==> src/hw/rtl/sssd_pkg.sv <==
// ---------------------------------------------------------------------------
// Seven-segment scan driver package
// Shared types, widths and the digit-to-segment decoder.
// ---------------------------------------------------------------------------
`default_nettype none

package sssd_pkg;

  localparam int unsigned DIGIT_COUNT_DEF = 4;
  localparam int unsigned VALUE_W         = 14;
  localparam int unsigned EN_W            = 4;
  localparam int unsigned SEG_W           = 8;
  localparam int unsigned BIT_CNT_W       = 3;
  localparam int unsigned QUEUE_DEPTH     = 2;

  // Reciprocal of ten: (n * RECIP10) >> RECIP10_SHIFT == n / 10 for any 14-bit n.
  localparam int unsigned RECIP10       = 52429;
  localparam int unsigned RECIP10_SHIFT = 19;
  localparam int unsigned PROD_W        = 30;

  typedef enum logic [0:0] {
    OP_LOAD = 1'b0,
    OP_TICK = 1'b1
  } op_e;

  typedef enum logic [1:0] {
    BK_IDLE,
    BK_SHIFT,
    BK_LOAD
  } back_state_e;

  typedef struct packed {
    op_e                op;
    logic [VALUE_W-1:0] value;
  } cmd_t;

  typedef struct packed {
    logic full;
    logic empty;
  } q_status_t;

  // Largest number that the given count of decimal digits can show.
  function automatic int unsigned max_value(input int unsigned digits);
    int unsigned lim;
    lim = 1;
    for (int unsigned i = 0; i < digits; i++) begin
      lim = lim * 10;
    end
    return lim - 1;
  endfunction

  // Segment decoder, gfedcba in bits 6..0, decimal point (bit 7) never lit.
  function automatic logic [SEG_W-1:0] digit_segments(input logic [3:0] digit);
    logic [SEG_W-1:0] pat;
    unique case (digit)
      4'd0:    pat = 8'h3F;
      4'd1:    pat = 8'h06;
      4'd2:    pat = 8'h5B;
      4'd3:    pat = 8'h4F;
      4'd4:    pat = 8'h66;
      4'd5:    pat = 8'h6D;
      4'd6:    pat = 8'h7D;
      4'd7:    pat = 8'h07;
      4'd8:    pat = 8'h7F;
      4'd9:    pat = 8'h67;
      default: pat = 8'h00;
    endcase
    return pat;
  endfunction

endpackage

`default_nettype wire

==> src/hw/rtl/sssd_in_if.sv <==
// ---------------------------------------------------------------------------
// Seven-segment scan driver input channel
// Valid/ready channel carrying one load or refresh transaction.
// ---------------------------------------------------------------------------
`default_nettype none

interface sssd_in_if;
  logic                         valid;
  logic                         ready;
  logic                         op;
  logic [sssd_pkg::VALUE_W-1:0] value;

  modport source (output valid, output op, output value, input ready);
  modport sink   (input valid, input op, input value, output ready);
endinterface

`default_nettype wire

==> src/hw/rtl/sssd_out_if.sv <==
// ---------------------------------------------------------------------------
// Seven-segment scan driver output channel
// Valid/ready channel carrying one serial segment bit per transaction.
// ---------------------------------------------------------------------------
`default_nettype none

interface sssd_out_if;
  logic                      valid;
  logic                      ready;
  logic                      serial_bit;
  logic [sssd_pkg::EN_W-1:0] digit_enable_n;
  logic                      last;

  modport source (output valid, output serial_bit, output digit_enable_n, output last,
                  input ready);
  modport sink   (input valid, input serial_bit, input digit_enable_n, input last,
                  output ready);
endinterface

`default_nettype wire

==> src/hw/rtl/sssd_front.sv <==
// ---------------------------------------------------------------------------
// Seven-segment scan driver front end
// Accepts transactions, decodes the operation and saturates the number.
// ---------------------------------------------------------------------------
`default_nettype none

module sssd_front #(
  parameter int unsigned DIGIT_COUNT = sssd_pkg::DIGIT_COUNT_DEF
) (
  input  logic                         in_valid_i,
  input  logic                         in_op_i,
  input  logic [sssd_pkg::VALUE_W-1:0] in_value_i,
  output logic                         in_ready_o,
  input  sssd_pkg::q_status_t          q_stat_i,
  output logic                         push_o,
  output sssd_pkg::cmd_t               cmd_o
);

  localparam int unsigned Limit = sssd_pkg::max_value(DIGIT_COUNT);

  assign in_ready_o = !q_stat_i.full;
  assign push_o     = in_valid_i && !q_stat_i.full;

  always_comb begin
    cmd_o.op    = sssd_pkg::op_e'(in_op_i);
    cmd_o.value = in_value_i;
    // clamp to the largest number the display can show
    if (32'(in_value_i) > Limit) begin
      cmd_o.value = Limit[sssd_pkg::VALUE_W-1:0];
    end
  end

endmodule

`default_nettype wire

==> src/hw/rtl/sssd_queue.sv <==
// ---------------------------------------------------------------------------
// Seven-segment scan driver command queue
// Short FIFO between front end and back end.
// ---------------------------------------------------------------------------
`default_nettype none

module sssd_queue (
  input  logic                clk_i,
  input  logic                rst_ni,
  input  logic                push_i,
  input  sssd_pkg::cmd_t      cmd_i,
  input  logic                pop_i,
  output sssd_pkg::cmd_t      cmd_o,
  output sssd_pkg::q_status_t stat_o
);

  localparam int unsigned Depth = sssd_pkg::QUEUE_DEPTH;
  localparam int unsigned PtrW  = (Depth > 1) ? $clog2(Depth) : 1;
  localparam int unsigned CntW  = $clog2(Depth + 1);

  sssd_pkg::cmd_t  mem_q [Depth];
  logic [PtrW-1:0] wr_ptr_q, rd_ptr_q;
  logic [CntW-1:0] count_q;

  assign cmd_o        = mem_q[rd_ptr_q];
  assign stat_o.full  = (count_q == CntW'(Depth));
  assign stat_o.empty = (count_q == '0);

  always_ff @(posedge clk_i) begin
    if (push_i) begin
      mem_q[wr_ptr_q] <= cmd_i;
    end
  end

  always_ff @(posedge clk_i or negedge rst_ni) begin
    if (!rst_ni) begin
      wr_ptr_q <= '0;
      rd_ptr_q <= '0;
      count_q  <= '0;
    end else begin
      if (push_i) begin
        wr_ptr_q <= (wr_ptr_q == PtrW'(Depth - 1)) ? '0 : wr_ptr_q + 1'b1;
      end
      if (pop_i) begin
        rd_ptr_q <= (rd_ptr_q == PtrW'(Depth - 1)) ? '0 : rd_ptr_q + 1'b1;
      end
      if (push_i && !pop_i) begin
        count_q <= count_q + 1'b1;
      end else if (pop_i && !push_i) begin
        count_q <= count_q - 1'b1;
      end
    end
  end

endmodule

`default_nettype wire

==> src/hw/rtl/sssd_back.sv <==
// ---------------------------------------------------------------------------
// Seven-segment scan driver back end
// Splits loaded numbers into digits and shifts segment patterns out.
// ---------------------------------------------------------------------------
`default_nettype none

module sssd_back #(
  parameter int unsigned DIGIT_COUNT = sssd_pkg::DIGIT_COUNT_DEF
) (
  input  logic                      clk_i,
  input  logic                      rst_ni,
  input  sssd_pkg::cmd_t            cmd_i,
  input  sssd_pkg::q_status_t       q_stat_i,
  output logic                      pop_o,
  output logic                      out_valid_o,
  input  logic                      out_ready_i,
  output logic                      serial_bit_o,
  output logic [sssd_pkg::EN_W-1:0] digit_enable_n_o,
  output logic                      last_o
);

  localparam int unsigned PosW = (DIGIT_COUNT > 1) ? $clog2(DIGIT_COUNT) : 1;
  localparam int unsigned VW   = sssd_pkg::VALUE_W;
  localparam int unsigned BW   = sssd_pkg::BIT_CNT_W;

  sssd_pkg::back_state_e state_q, state_d, start_state;

  logic [sssd_pkg::SEG_W-1:0] pat_q [DIGIT_COUNT];
  logic [PosW-1:0]            pos_q, dig_q;
  logic [BW-1:0]              bit_q;
  logic [VW-1:0]              num_q;

  logic                       out_valid_q, serial_bit_q, last_q;
  logic [sssd_pkg::EN_W-1:0]  en_n_q;

  logic                          out_free, emit, load_step, bit_last;
  logic [sssd_pkg::SEG_W-1:0]    cur_pat;
  logic [sssd_pkg::EN_W-1:0]     en_pos_n;
  logic [sssd_pkg::PROD_W-1:0]   prod;
  logic [VW-1:0]                 quot;
  logic [3:0]                    rem;

  assign out_free    = !out_valid_q || out_ready_i;
  assign bit_last    = (bit_q == BW'(7));
  assign cur_pat     = pat_q[pos_q];
  assign start_state = (cmd_i.op == sssd_pkg::OP_TICK) ? sssd_pkg::BK_SHIFT
                                                       : sssd_pkg::BK_LOAD;

  // divide by ten through the reciprocal
  assign prod = sssd_pkg::PROD_W'(num_q) * sssd_pkg::PROD_W'(sssd_pkg::RECIP10);
  assign quot = VW'(prod >> sssd_pkg::RECIP10_SHIFT);
  assign rem  = 4'(num_q - ((quot << 3) + (quot << 1)));

  always_comb begin
    for (int b = 0; b < sssd_pkg::EN_W; b++) begin
      en_pos_n[b] = (32'(pos_q) != b);
    end
  end

  // next state
  always_comb begin
    state_d = state_q;
    unique case (state_q)
      sssd_pkg::BK_IDLE: begin
        if (!q_stat_i.empty) state_d = start_state;
      end
      sssd_pkg::BK_SHIFT: begin
        if (out_free && bit_last) begin
          state_d = q_stat_i.empty ? sssd_pkg::BK_IDLE : start_state;
        end
      end
      sssd_pkg::BK_LOAD: begin
        if (dig_q == '0) begin
          state_d = q_stat_i.empty ? sssd_pkg::BK_IDLE : start_state;
        end
      end
      default: state_d = sssd_pkg::BK_IDLE;
    endcase
  end

  // control outputs
  always_comb begin
    pop_o     = 1'b0;
    emit      = 1'b0;
    load_step = 1'b0;
    unique case (state_q)
      sssd_pkg::BK_IDLE: begin
        pop_o = !q_stat_i.empty;
      end
      sssd_pkg::BK_SHIFT: begin
        emit  = out_free;
        pop_o = out_free && bit_last && !q_stat_i.empty;
      end
      sssd_pkg::BK_LOAD: begin
        load_step = 1'b1;
        pop_o     = (dig_q == '0) && !q_stat_i.empty;
      end
      default: ;
    endcase
  end

  always_ff @(posedge clk_i or negedge rst_ni) begin
    if (!rst_ni) begin
      state_q     <= sssd_pkg::BK_IDLE;
      pos_q       <= '0;
      dig_q       <= '0;
      bit_q       <= '0;
      out_valid_q <= 1'b0;
      for (int i = 0; i < DIGIT_COUNT; i++) begin
        pat_q[i] <= '0;
      end
    end else begin
      state_q <= state_d;
      if (emit) begin
        bit_q <= bit_q + 1'b1;
        if (bit_last) begin
          pos_q <= (pos_q == PosW'(DIGIT_COUNT - 1)) ? '0 : pos_q + 1'b1;
        end
      end
      if (load_step) begin
        pat_q[dig_q] <= sssd_pkg::digit_segments(rem);
        dig_q        <= dig_q - 1'b1;
      end
      if (pop_o) begin
        if (cmd_i.op == sssd_pkg::OP_LOAD) begin
          dig_q <= PosW'(DIGIT_COUNT - 1);
        end else begin
          bit_q <= '0;
        end
      end
      if (out_free) begin
        out_valid_q <= emit;
      end
    end
  end

  always_ff @(posedge clk_i) begin
    if (load_step) begin
      num_q <= quot;
    end
    if (pop_o && cmd_i.op == sssd_pkg::OP_LOAD) begin
      num_q <= cmd_i.value;
    end
    if (emit) begin
      serial_bit_q <= cur_pat[~bit_q];
      last_q       <= bit_last;
      en_n_q       <= bit_last ? en_pos_n : '1;
    end
  end

  assign out_valid_o      = out_valid_q;
  assign serial_bit_o     = serial_bit_q;
  assign digit_enable_n_o = en_n_q;
  assign last_o           = last_q;

endmodule

`default_nettype wire

==> src/hw/rtl/seven_segment_scan_driver_core.sv <==
// A tick's first serial bit passes the command queue, back-end state and output register.
// A refresh tick shifts out eight segment bits, one per cycle while the output is free;
//   a load has the digit splitter yield DIGIT_COUNT digits, one divide-by-ten per cycle.
// Input is taken while the two-entry command queue has room.
// Reset: asynchronous, clears patterns to blank, scan position to the leftmost digit.
// ---------------------------------------------------------------------------
// Seven-segment scan driver core
// Multiplexed display driver: loads a number, then shifts one digit per tick.
// ---------------------------------------------------------------------------
`default_nettype none

module seven_segment_scan_driver_core #(
  parameter int unsigned DIGIT_COUNT = sssd_pkg::DIGIT_COUNT_DEF
) (
  input  logic              clk_i,
  input  logic              rst_ni,
  sssd_in_if.sink           in_i,
  sssd_out_if.source        out_o
);

  // Front end to queue: classified command and push strobe
  sssd_pkg::cmd_t      front_cmd, queue_cmd;
  sssd_pkg::q_status_t q_stat;
  logic                q_push, q_pop;

  // Front end: take a transaction whenever the queue has room, saturate the number
  sssd_front #(
    .DIGIT_COUNT (DIGIT_COUNT)
  ) u_front (
    .in_valid_i (in_i.valid),
    .in_op_i    (in_i.op),
    .in_value_i (in_i.value),
    .in_ready_o (in_i.ready),
    .q_stat_i   (q_stat),
    .push_o     (q_push),
    .cmd_o      (front_cmd)
  );

  // Queue: lets the front keep accepting while the back shifts or splits digits
  sssd_queue u_queue (
    .clk_i  (clk_i),
    .rst_ni (rst_ni),
    .push_i (q_push),
    .cmd_i  (front_cmd),
    .pop_i  (q_pop),
    .cmd_o  (queue_cmd),
    .stat_o (q_stat)
  );

  // Back end: digit splitter, pattern store, serial shifter and output register
  sssd_back #(
    .DIGIT_COUNT (DIGIT_COUNT)
  ) u_back (
    .clk_i            (clk_i),
    .rst_ni           (rst_ni),
    .cmd_i            (queue_cmd),
    .q_stat_i         (q_stat),
    .pop_o            (q_pop),
    .out_valid_o      (out_o.valid),
    .out_ready_i      (out_o.ready),
    .serial_bit_o     (out_o.serial_bit),
    .digit_enable_n_o (out_o.digit_enable_n),
    .last_o           (out_o.last)
  );

`ifndef SYNTH
  // Never write into a full queue
  assert property (@(posedge clk_i) disable iff (!rst_ni)
    q_push |-> !q_stat.full)
    else $error("command queue overflow");

  // Never pop an empty queue
  assert property (@(posedge clk_i) disable iff (!rst_ni)
    q_pop |-> !q_stat.empty)
    else $error("command queue underflow");

  // Digits stay dark while bits shift in
  assert property (@(posedge clk_i) disable iff (!rst_ni)
    out_o.valid && !out_o.last |-> out_o.digit_enable_n == '1)
    else $error("digit enabled before latch");

  // At the latch at most one digit is enabled
  assert property (@(posedge clk_i) disable iff (!rst_ni)
    out_o.valid && out_o.last |-> $countones(~out_o.digit_enable_n) <= 1)
    else $error("more than one digit enabled");
`endif

endmodule

`default_nettype wire
==> src/flat_wrapper.sv <==
// flat-port wrapper written by rule: the top's interface ports become plain ports
module seven_segment_scan_driver_core_flat 
#(
  parameter int unsigned DIGIT_COUNT = sssd_pkg::DIGIT_COUNT_DEF
)
  (clk_i, rst_ni, in_i_valid, in_i_op, in_i_value, in_i_ready, out_o_valid, out_o_serial_bit, out_o_digit_enable_n, out_o_last, out_o_ready);
  sssd_in_if in_i_i ();
  sssd_out_if out_o_i ();
  input  logic clk_i;
  input  logic rst_ni;
  input wire logic [$bits(in_i_i.valid)-1:0] in_i_valid;
  input wire logic [$bits(in_i_i.op)-1:0] in_i_op;
  input wire logic [$bits(in_i_i.value)-1:0] in_i_value;
  output wire logic [$bits(in_i_i.ready)-1:0] in_i_ready;
  output wire logic [$bits(out_o_i.valid)-1:0] out_o_valid;
  output wire logic [$bits(out_o_i.serial_bit)-1:0] out_o_serial_bit;
  output wire logic [$bits(out_o_i.digit_enable_n)-1:0] out_o_digit_enable_n;
  output wire logic [$bits(out_o_i.last)-1:0] out_o_last;
  input wire logic [$bits(out_o_i.ready)-1:0] out_o_ready;
  assign in_i_i.valid = in_i_valid;
  assign in_i_i.op = in_i_op;
  assign in_i_i.value = in_i_value;
  assign in_i_ready = in_i_i.ready;
  assign out_o_valid = out_o_i.valid;
  assign out_o_serial_bit = out_o_i.serial_bit;
  assign out_o_digit_enable_n = out_o_i.digit_enable_n;
  assign out_o_last = out_o_i.last;
  assign out_o_i.ready = out_o_ready;
  seven_segment_scan_driver_core #(.DIGIT_COUNT(DIGIT_COUNT)) u_core (.clk_i(clk_i), .rst_ni(rst_ni), .in_i(in_i_i), .out_o(out_o_i));
endmodule
==> config.mk <==
export PLATFORM = sky130hd
export DESIGN_NAME = seven_segment_scan_driver_core_flat
export DESIGN_NICKNAME = d
export VERILOG_FILES = /design/src/hw/rtl/sssd_pkg.sv /design/src/hw/rtl/sssd_in_if.sv /design/src/hw/rtl/sssd_out_if.sv /design/src/hw/rtl/sssd_front.sv /design/src/hw/rtl/sssd_queue.sv /design/src/hw/rtl/sssd_back.sv /design/src/hw/rtl/seven_segment_scan_driver_core.sv /design/src/flat_wrapper.sv
export SDC_FILE = /design/constraint.sdc
export NUM_CORES = 1
export LEC_CHECK = 0
export BUFFER_PORTS_ARGS = -buffer_cell sky130_fd_sc_hd__buf_2
export CELL_PAD_IN_SITES_DETAIL_PLACEMENT = 1
export CELL_PAD_IN_SITES_GLOBAL_PLACEMENT = 2
export CORE_MARGIN = 1
export CORE_UTILIZATION = 44
export CTS_BUF_LIST = sky130_fd_sc_hd__clkbuf_8
export DETAILED_ROUTE_END_ITERATION = 10
export PLACE_DENSITY_LB_ADDON = 0.1
export SYNTH_ARGS = -nofsm -noshare
export SYNTH_HDL_FRONTEND = slang
export SYNTH_HIERARCHICAL = 1
export SYNTH_SLANG_ARGS = --single-unit
==> constraint.sdc <==
create_clock -name clk_i -period 7.12 [get_ports clk_i]
set_input_delay 0.356 -clock clk_i [delete_from_list [all_inputs] [get_ports clk_i]]
set_output_delay 0.356 -clock clk_i [all_outputs]
set_load 0.02 [all_outputs]
==> flow_summary.yaml, run 1 <==
route:
  drc: 0
  vias: 5298
  via_per_inst: 5.33
  routedWlPerCell_microns: 18.5
  final_antenna_net_count: 0
  drt_pass1_iterations: 4
  drt_iter0_markers: 172
  wirelength_microns: 18400
outcome:
  status: "complete, no violations"
cells_and_area:
  fill_cells: 1931
  multi_input_area_sq_mm: 0.00495
  seqCellArea_sq_mm: 0.00255
  nets: 963
  instances_no_fill: 994
  insertedDiodeCount: 0
  postLayoutCellArea_sq_mm: 0.00871
  drive_gt1_frac: 0.147
  postLayoutCoreUtil: 0.496
  layout_commonest_cell: "ha_1"
  layout_common_cells: "ha_1 (127), inv_1 (120), nand2_1 (58)"
  syn2layout_area_growth_pct: 8.89
global_routing:
  busiest_layer: "met2"
  grt_pass1_wl_microns: 30800
  grt_antenna_before_repair: 0
  grt_use_met1: 0.295
  grt.overflow.total: 0
  grt_pass1_vias: 5977
  met2_usage: 0.371
  grtUsageTotal: 0.218
  grt_start_max_net_pins: 43
  grt_util_met3: 0.0274
synth:
  synth-edff-count: 50
  ys_types: 64
  syn_avg_cell_area_sq_um: 11.0
  synth_top_area_share: 0.200
  syn_inst: 730
  ys_top_cells_by_area: "ha_1 (20%), edfxtp_1 (19%), dfrtp_1 (13%)"
  ys_warn_count: 6
  ys_seq_area_frac: 0.319
  yosys.area.top_type: "ha_1"
  syn_nets: 929
  synthFlopType: "edfxtp_1"
  async_flop_share: 0.457
  synth_area_sq_mm: 0.00800
  synth-seq-cells: 92
critical_path:
  cp-end-kind: "flop"
  cp_max_fo: 8
  required_ns: 7.36
  slowest_stage: "fa_2"
  cp-start-kind: "flop"
  cpPeakStageDelay_ns: 0.65
  crit_type: "flop to flop"
  cp_top_family: "adder cells"
  cp.arrival_ns: 6.99
  path_buf_inv: 5
timing:
  worst_clock_skew_ns: 0.0159
  slew_headroom: 0.373
  worst_pin_slew_ns: 0.940
  tns_ns: 0
  fmax_mhz: 148
  finalMaxSlewViolations: 0
  finalCriticalPeriod_ns: 6.75
  setup_viol: 0
  rsz0062_at_grt: "false"
  fin_crit_sh: 0.948
  hold_violations: 0
floorplan:
  start_util: 0.456
  core_sq_mm: 0.0175
  die_x_microns: 137
  die_height_microns: 137
  num_rows: 48
  dieArea_sq_mm: 0.0187
  boundaryPins: 27
hold_path:
  hp-class: "primary input to async pin"
placement:
  dpl-instance-area_sq_mm: 0.00834
  portBuffers: 26
  placedCellCount: 970
  hpwl_microns: 15100
  gp_congestion: 0.824
clock_network:
  cts_buffers: 9
  clock_latency_ns: 0.38
  ctsHtreeMaxLevel: 3
  cts_tree: "done"
  cts-root-buf: "clkbuf_8"
  cts.clk_slew.worst_paths_ns: 0.11
  cts_buffer_depth: 2
  cts_num_sinks: 92
run:
  cap_violations: 0
sequential cells by signal (all words and copies together) (netlist names):
| name | flops |
|---|---|
| u_core/u_back/pat_q | 28 |
| u_core/u_back/bit_q | 3 |
| u_core/u_back/pos_q | 2 |
| u_core/u_queue/mem_q | 30 |
| u_core/u_back/serial_bit_o | 1 |
| u_core/u_back/state_q | 2 |
| u_core/u_back/last_o | 1 |
| u_core/u_queue/rd_ptr_q | 1 |
| u_core/u_queue/wr_ptr_q | 1 |
| u_core/u_back/num_q | 14 |
| u_core/u_queue/count_q | 2 |
| u_core/u_back/dig_q | 2 |
| u_core/u_back/out_valid_o | 1 |
| u_core/u_back/digit_enable_n_o | 4 |
logic make-up (layout without fill, tap and decap cells):
family	Yosys count	in the layout	synth area share
AO/OA/AOI/OAI	110	110	0.0925
XOR/XNOR	28	28	0.0347
adder cells (fa/ha/maj)	180	180	0.331
buffers and inverters	135	174	0.0687
flip-flops	92	92	0.319
multiplexers	30	30	0.0571
AND/OR/NAND/NOR	155	155	0.0972
Yosys cell counts, types with 3 or more instances:
master     instances
clkbuf_1          11
a31oi_1            5
a22oi_1            4
and2_1            11
a21boi_0           4
a21o_1             4
a211oi_1           3
nor3_1             8
edfxtp_1          50
nand2b_1           7
nor2b_1            4
buf_6              3
mux4_2             8
o21ai_0           21
o21ai_1            8
a21oi_1           26
or2_2              4
fa_1              52
o211ai_1           6
inv_1            119
nand2_1           58
nand4_1            4
or3_1              3
and3_1             5
ha_1             128
mux2i_1            4
xnor2_1           13
nor2_1            35
a2bb2oi_1          4
o31ai_1            5
mux2_4             9
mux2_2             9
nand3_1            5
dfrtp_1           42
xor2_1            13
routing by layer:
metal,part of all wire,up-vias,routed length [microns]
li1,-,2550,-
met1,0.47,2654,8650
met2,0.48,80,8850
met3,0.037,14,674
met4,0.010,0,191
met5,0,-,0
per-stage QoR:
stage	hold slack, ns	setup WS, ns
2_1_floorplan	0.0604	0.647
3_5_place_dp	0.478	0.114
3_3_place_gp	0.459	0.380
6_report	0.108	0.372
4_1_cts	0.126	0.0286
5_1_grt	0.160	0.0204
final cells by class:
class,instances,share of cell area
multi-input cells,503,0.569
clock inverters,7,0.0138
repair buffers,39,0.0262
clock buffers,9,0.0142
flip-flops and latches,92,0.293
inverters,119,0.0513
well taps,225,0.0323
final timing paths:
path | from | endpoint | slack (ns) | depth (start not counted)
worst min register to register | u_core/u_queue/count_q[1]$_DFFE_PN0P_ | u_core/u_queue/count_q[1]$_DFFE_PN0P_ | 0.50 | 1
worst max-delay path | u_core/u_back/num_q[12]$_SDFFCE_PN0P_ | u_core/u_back/pat_q[20]$_DFFE_PN0P_ | 0.37 | 25
max in group asynchronous | rst_ni | u_core/u_back/pat_q[12]$_DFFE_PN0P_ | 6.42 | 1
worst max register to register | u_core/u_back/num_q[12]$_SDFFCE_PN0P_ | u_core/u_back/pat_q[20]$_DFFE_PN0P_ | 0.37 | 25
min in group clk_i | in_i_op | u_core/u_queue/mem_q[0][14]$_DFFE_PP_ | 0.18 | 1
worst min-delay path | rst_ni | u_core/u_back/pos_q[0]$_DFFE_PN0P_ | 0.11 | 1
what timing repair did:
item | CTS | global route
hold buffers | 0 | 0
setup endpoints to repair | 0 | 28
setup buffers | 0 | 8
resized for setup | 0 | 12
Power of run 1 is not shown: default switching activity piles up to over one toggle a cycle in this logic, so the estimate is an artifact.
==> run 2: changes to the inputs <==
- CORE_UTILIZATION: 44 -> 40
- clock period: 7.12 -> 5.8 ns (I/O delays scaled with it)
==> flow_summary.yaml, run 2 (same netlist as run 1, synthesis figures left out) <==
outcome:
  status: "finished, violations left"
  violations: "negative setup slack"
run:
  cap_violations: 0
cells_and_area:
  nets: 1045
  fill_cells: 2158
  insertedDiodeCount: 0
  instances_no_fill: 1116
  largest_register_ffs: 30
  layout_common_cells: "inv_1 (115), ha_1 (115), buf_4 (87)"
  regMostFlops: "u_core/u_queue/mem_q"
  drive_gt1_frac: 0.291
  postLayoutCoreUtil: 0.501
  reg.largest.list: "u_core/u_queue/mem_q: 30 flops, u_core/u_back/pat_q: 28 flops, u_core/u_back/num_q: 14 flops"
  syn2layout_area_growth_pct: 22.4
placement:
  hpwl_microns: 15600
  gp_congestion: 0.812
  portBuffers: 26
  dp_slack_ns: -0.742
  placedCellCount: 1082
critical_path:
  cpPeakStageDelay_ns: 0.58
  cp_top_family: "adder cells"
  cp_common_cell: "fa_1"
  cp-start-kind: "flop"
  slowest_stage: "fa_2"
  required_ns: 6.04
  cp_max_fo: 5
  path_buf_inv: 6
  cp-end-kind: "flop"
  cp.arrival_ns: 6.50
  crit_type: "flop to flop"
timing:
  rsz0062_at_grt: "true"
  hold_violations: 0
  worst_clock_skew_ns: 0.0153
  setup_viol: 33
  finalCriticalPeriod_ns: 6.27
  fin_crit_sh: 1.08
  slew_headroom: 0.352
  tns_ns: -11.45
  worst_pin_slew_ns: 0.972
  finalWorstSetupSlack_ns: -0.465
  finalMaxSlewViolations: 0
  fmax_mhz: 160
floorplan:
  die_height_microns: 143
  boundaryPins: 27
  start_util: 0.409
  die_x_microns: 143
  core_sq_mm: 0.0195
  dieArea_sq_mm: 0.0206
  num_rows: 51
route:
  routedWlPerCell_microns: 17.4
  maxUsedRoutingLayer: "met4"
  final_antenna_net_count: 0
  drc: 0
  wirelength_microns: 19400
  dr_wl_met3_microns: 414
  vias: 5618
  drt_pass1_iterations: 4
  via_per_inst: 5.03
  drt_iter0_markers: 230
  met2_length_microns: 9830
  wl_met1_microns: 8990
global_routing:
  grtUsageTotal: 0.205
  grt_pass1_wl_microns: 32500
  grt_antenna_before_repair: 0
  grt_start_max_net_pins: 43
  grt.overflow.total: 0
  grt_pass1_vias: 6359
clock_network:
  cts_num_sinks: 92
  cts_buffer_depth: 2
  cts-root-buf: "clkbuf_8"
  clock_latency_ns: 0.37
  cts_buffers: 9
  ctsHtreeMaxLevel: 3
  cts_tree: "done"
  cts.clk_slew.worst_paths_ns: 0.11
hold_path:
  hp-class: "primary input to async pin"
## run 2: cell types whose count changed in the layout (fill, tap and decap cells not counted), sizes merged
cell / before / now
buf: 39 / 121
bufinv: 3 / 0
clkinv: 0 / 2
clkinvlp: 0 / 1
## run 2: area by class of cell
cell class,count,area (sq um),share of cell area
clock inverters,7,67.6,0.00690
well taps,265,332,0.0339
flip-flops and latches,92,2550,0.261
clock buffers,9,124,0.0127
inverters,119,447,0.0456
repair buffers,121,882,0.0901
multi-input cells,503,5380,0.550
## run 2: final timing paths
check	start	endpoint	slack (ns)	cells past startpoint
worst max register to register	u_core/u_back/num_q[9]$_DFFE_PP_	u_core/u_back/pat_q[9]$_DFFE_PN0P_	-0.47	25
worst min-delay path	rst_ni	u_core/u_back/pat_q[9]$_DFFE_PN0P_	0.07	1
worst max-delay path	u_core/u_back/num_q[9]$_DFFE_PP_	u_core/u_back/pat_q[9]$_DFFE_PN0P_	-0.47	25
worst min register to register	u_core/u_queue/wr_ptr_q$_DFFE_PN0P_	u_core/u_queue/wr_ptr_q$_DFFE_PN0P_	0.50	1
max in group asynchronous	rst_ni	u_core/u_back/out_valid_o$_DFFE_PN0N_	5.12	1
min in group clk_i	in_i_op	u_core/u_queue/mem_q[0][14]$_DFFE_PP_	0.12	1
## run 2: routing by layer
layer | vias up | track usage
met5 | - | 0
met4 | 0 | 0.0381
met3 | 9 | 0.0230
met2 | 59 | 0.364
met1 | 2833 | 0.271
li1 | 2717 | -
## run 2: what timing repair did
item                                    in CTS  in global routing
resized for setup                           49                 35
pin swaps                                   31                 17
endpoints found under the setup margin      32                 36
setup buffers                               12                  6
hold buffers                                 0                  0
## run 2: through the flow
step,hold WS [ns],cell area [sq um]
6_report,0.0695,9790
5_1_grt,0.0900,9790
4_1_cts,0.0945,9570
3_5_place_dp,0.478,9010
3_3_place_gp,0.459,9010
2_1_floorplan,-0.00559,8060
Power of run 2 is left out for the same reason.
==> run 3: changes to the inputs <==
- CORE_ASPECT_RATIO: not set -> 0.8
==> flow_summary.yaml, run 3 (same netlist as run 1, synthesis figures left out) <==
outcome:
  status: "finished, violations left"
  violations: "negative setup slack"
floorplan:
  dieArea_sq_mm: 0.0206
  die_x_microns: 160
  start_util: 0.415
  core_sq_mm: 0.0193
  num_rows: 45
  die_height_microns: 128
  boundaryPins: 27
timing:
  fmax_mhz: 159
  finalCriticalPeriod_ns: 6.28
  slew_headroom: 0.330
  worst_pin_slew_ns: 1.01
  finalMaxSlewViolations: 0
  tns_ns: -11.70
  rsz0062_at_grt: "true"
  finalWorstSetupSlack_ns: -0.476
  hold_violations: 0
  setup_viol: 28
  fin_crit_sh: 1.08
  worst_clock_skew_ns: 0.0122
critical_path:
  required_ns: 6.10
  cp_max_fo: 4
  cp.arrival_ns: 6.57
  r2r-end: "u_core/u_back/pat_q[14]$_DFFE_PN0P_"
  ff2ff_path_depth: 25
  cp-end-kind: "flop"
  cp-startpoint: "u_core/u_back/num_q[9]$_DFFE_PP_"
  cp_top_family: "adder cells"
  cpPeakStageDelay_ns: 0.58
  slowest_stage: "fa_2"
  path_buf_inv: 5
  reg2reg_from: "u_core/u_back/num_q[9]$_DFFE_PP_"
  rrSetupSlack_ns: -0.48
  cp_common_cell: "fa_1"
  cp-start-kind: "flop"
  crit_type: "flop to flop"
route:
  wirelength_microns: 20300
  wl_met1_microns: 10100
  dr_wl_met3_microns: 512
  routedWlPerCell_microns: 18.3
  final_antenna_net_count: 0
  drt_pass1_iterations: 6
  drc: 0
  vias: 5673
  via_per_inst: 5.12
  maxUsedRoutingLayer: "met4"
  met2_length_microns: 9410
  drt_iter0_markers: 252
clock_network:
  cts_tree: "done"
  cts_buffer_depth: 2
  cts_num_sinks: 92
  ctsHtreeMaxLevel: 3
  ctsHoldBuffers: 0
  clock_latency_ns: 0.38
  cts-root-buf: "clkbuf_8"
  cts.clk_slew.worst_paths_ns: 0.10
  cts_buffers: 9
cells_and_area:
  postLayoutCellArea_sq_mm: 0.00975
  regMostFlops: "u_core/u_queue/mem_q"
  largest_register_ffs: 30
  nets: 1043
  fill_cells: 2079
  layout_commonest_cell: "ha_1"
  drive_gt1_frac: 0.293
  layout_common_cells: "ha_1 (115), inv_1 (113), buf_4 (87)"
  insertedDiodeCount: 0
  reg.largest.list: "u_core/u_queue/mem_q: 30 flops, u_core/u_back/pat_q: 28 flops, u_core/u_back/num_q: 14 flops"
  syn2layout_area_growth_pct: 22.0
placement:
  dpl-instance-area_sq_mm: 0.00902
  hpwl_microns: 16000
  gp_congestion: 0.870
  portBuffers: 26
global_routing:
  grt.overflow.total: 0
  grt_pass1_wl_microns: 33000
  grtUsageTotal: 0.208
  grt_antenna_before_repair: 0
  grt_start_max_net_pins: 43
  grt_pass1_vias: 6332
hold_path:
  hp-class: "primary input to async pin"
run:
  cap_violations: 0
## run 3: worst reg2reg max path, stage by stage (launching register included)
cell and delay, ns:
edfxtp_1 0.47, ha_4 0.33, inv_4 0.03, fa_2 0.58
fa_1 0.42, fa_1 0.51, inv_2 0.04, fa_1 0.49
inv_2 0.04, fa_1 0.49, inv_2 0.05, ha_4 0.27
nand4_1 0.11, a211oi_1 0.17, a21boi_2 0.22, o21a_1 0.16
nor2_2 0.06, xnor2_2 0.21, ha_4 0.28, xnor2_4 0.15
buf_6 0.13, nor2_4 0.14, nand4_1 0.27, mux2i_2 0.33
nor2_4 0.10, a2bb2oi_2 0.14
## run 3: how the worst max path moves through the flow
stage | endpoint | slack, ns | depth (start not counted)
floorplan | u_core/u_back/pat_q[27]$_DFFE_PN0P_ | -0.47 | 24
global placement | u_core/u_back/pat_q[20]$_DFFE_PN0P_ | -0.51 | 24
detailed placement | u_core/u_back/pat_q[3]$_DFFE_PN0P_ | -0.69 | 24
CTS | u_core/u_back/pat_q[26]$_DFFE_PN0P_ | -0.49 | 23
global route | u_core/u_back/pat_q[14]$_DFFE_PN0P_ | -0.72 | 27
finish | u_core/u_back/pat_q[14]$_DFFE_PN0P_ | -0.48 | 25
## run 3: repair_timing
action	CTS	global route
resized for setup	51	40
setup buffers	11	4
pin swaps	32	16
setup endpoints to repair	32	34
## run 3: metrics by stage
stage                     utilization  hold WS (ns)  worst slack, ns  cells
final                           0.506        0.0661           -0.476   1107
after global routing            0.506        0.0804           -0.723   1107
after CTS                       0.495        0.0673           -0.495   1103
after detailed placement        0.468         0.471           -0.693   1079
after global placement          0.468         0.461           -0.514   1079
after floorplan                     -      -0.00559           -0.469    730
## run 3: cell type report
cell class,instances,area [sq um],share of cell area
Timing Repair Buffer,119,851,0.0872
Clock buffer,9,124,0.0127
Clock inverter,7,75.1,0.00770
Sequential cell,92,2550,0.262
Multi-Input combinational cell,503,5380,0.551
Inverter,119,449,0.0461
Tap cell,258,323,0.0331
## run 3: per-layer routing
layer | vias to the layer above | global-route usage
met5 | - | 0
met4 | 0 | 0.0471
met3 | 21 | 0.0316
met2 | 90 | 0.344
met1 | 2847 | 0.288
li1 | 2715 | -
Power of run 3 is left out for the same reason.
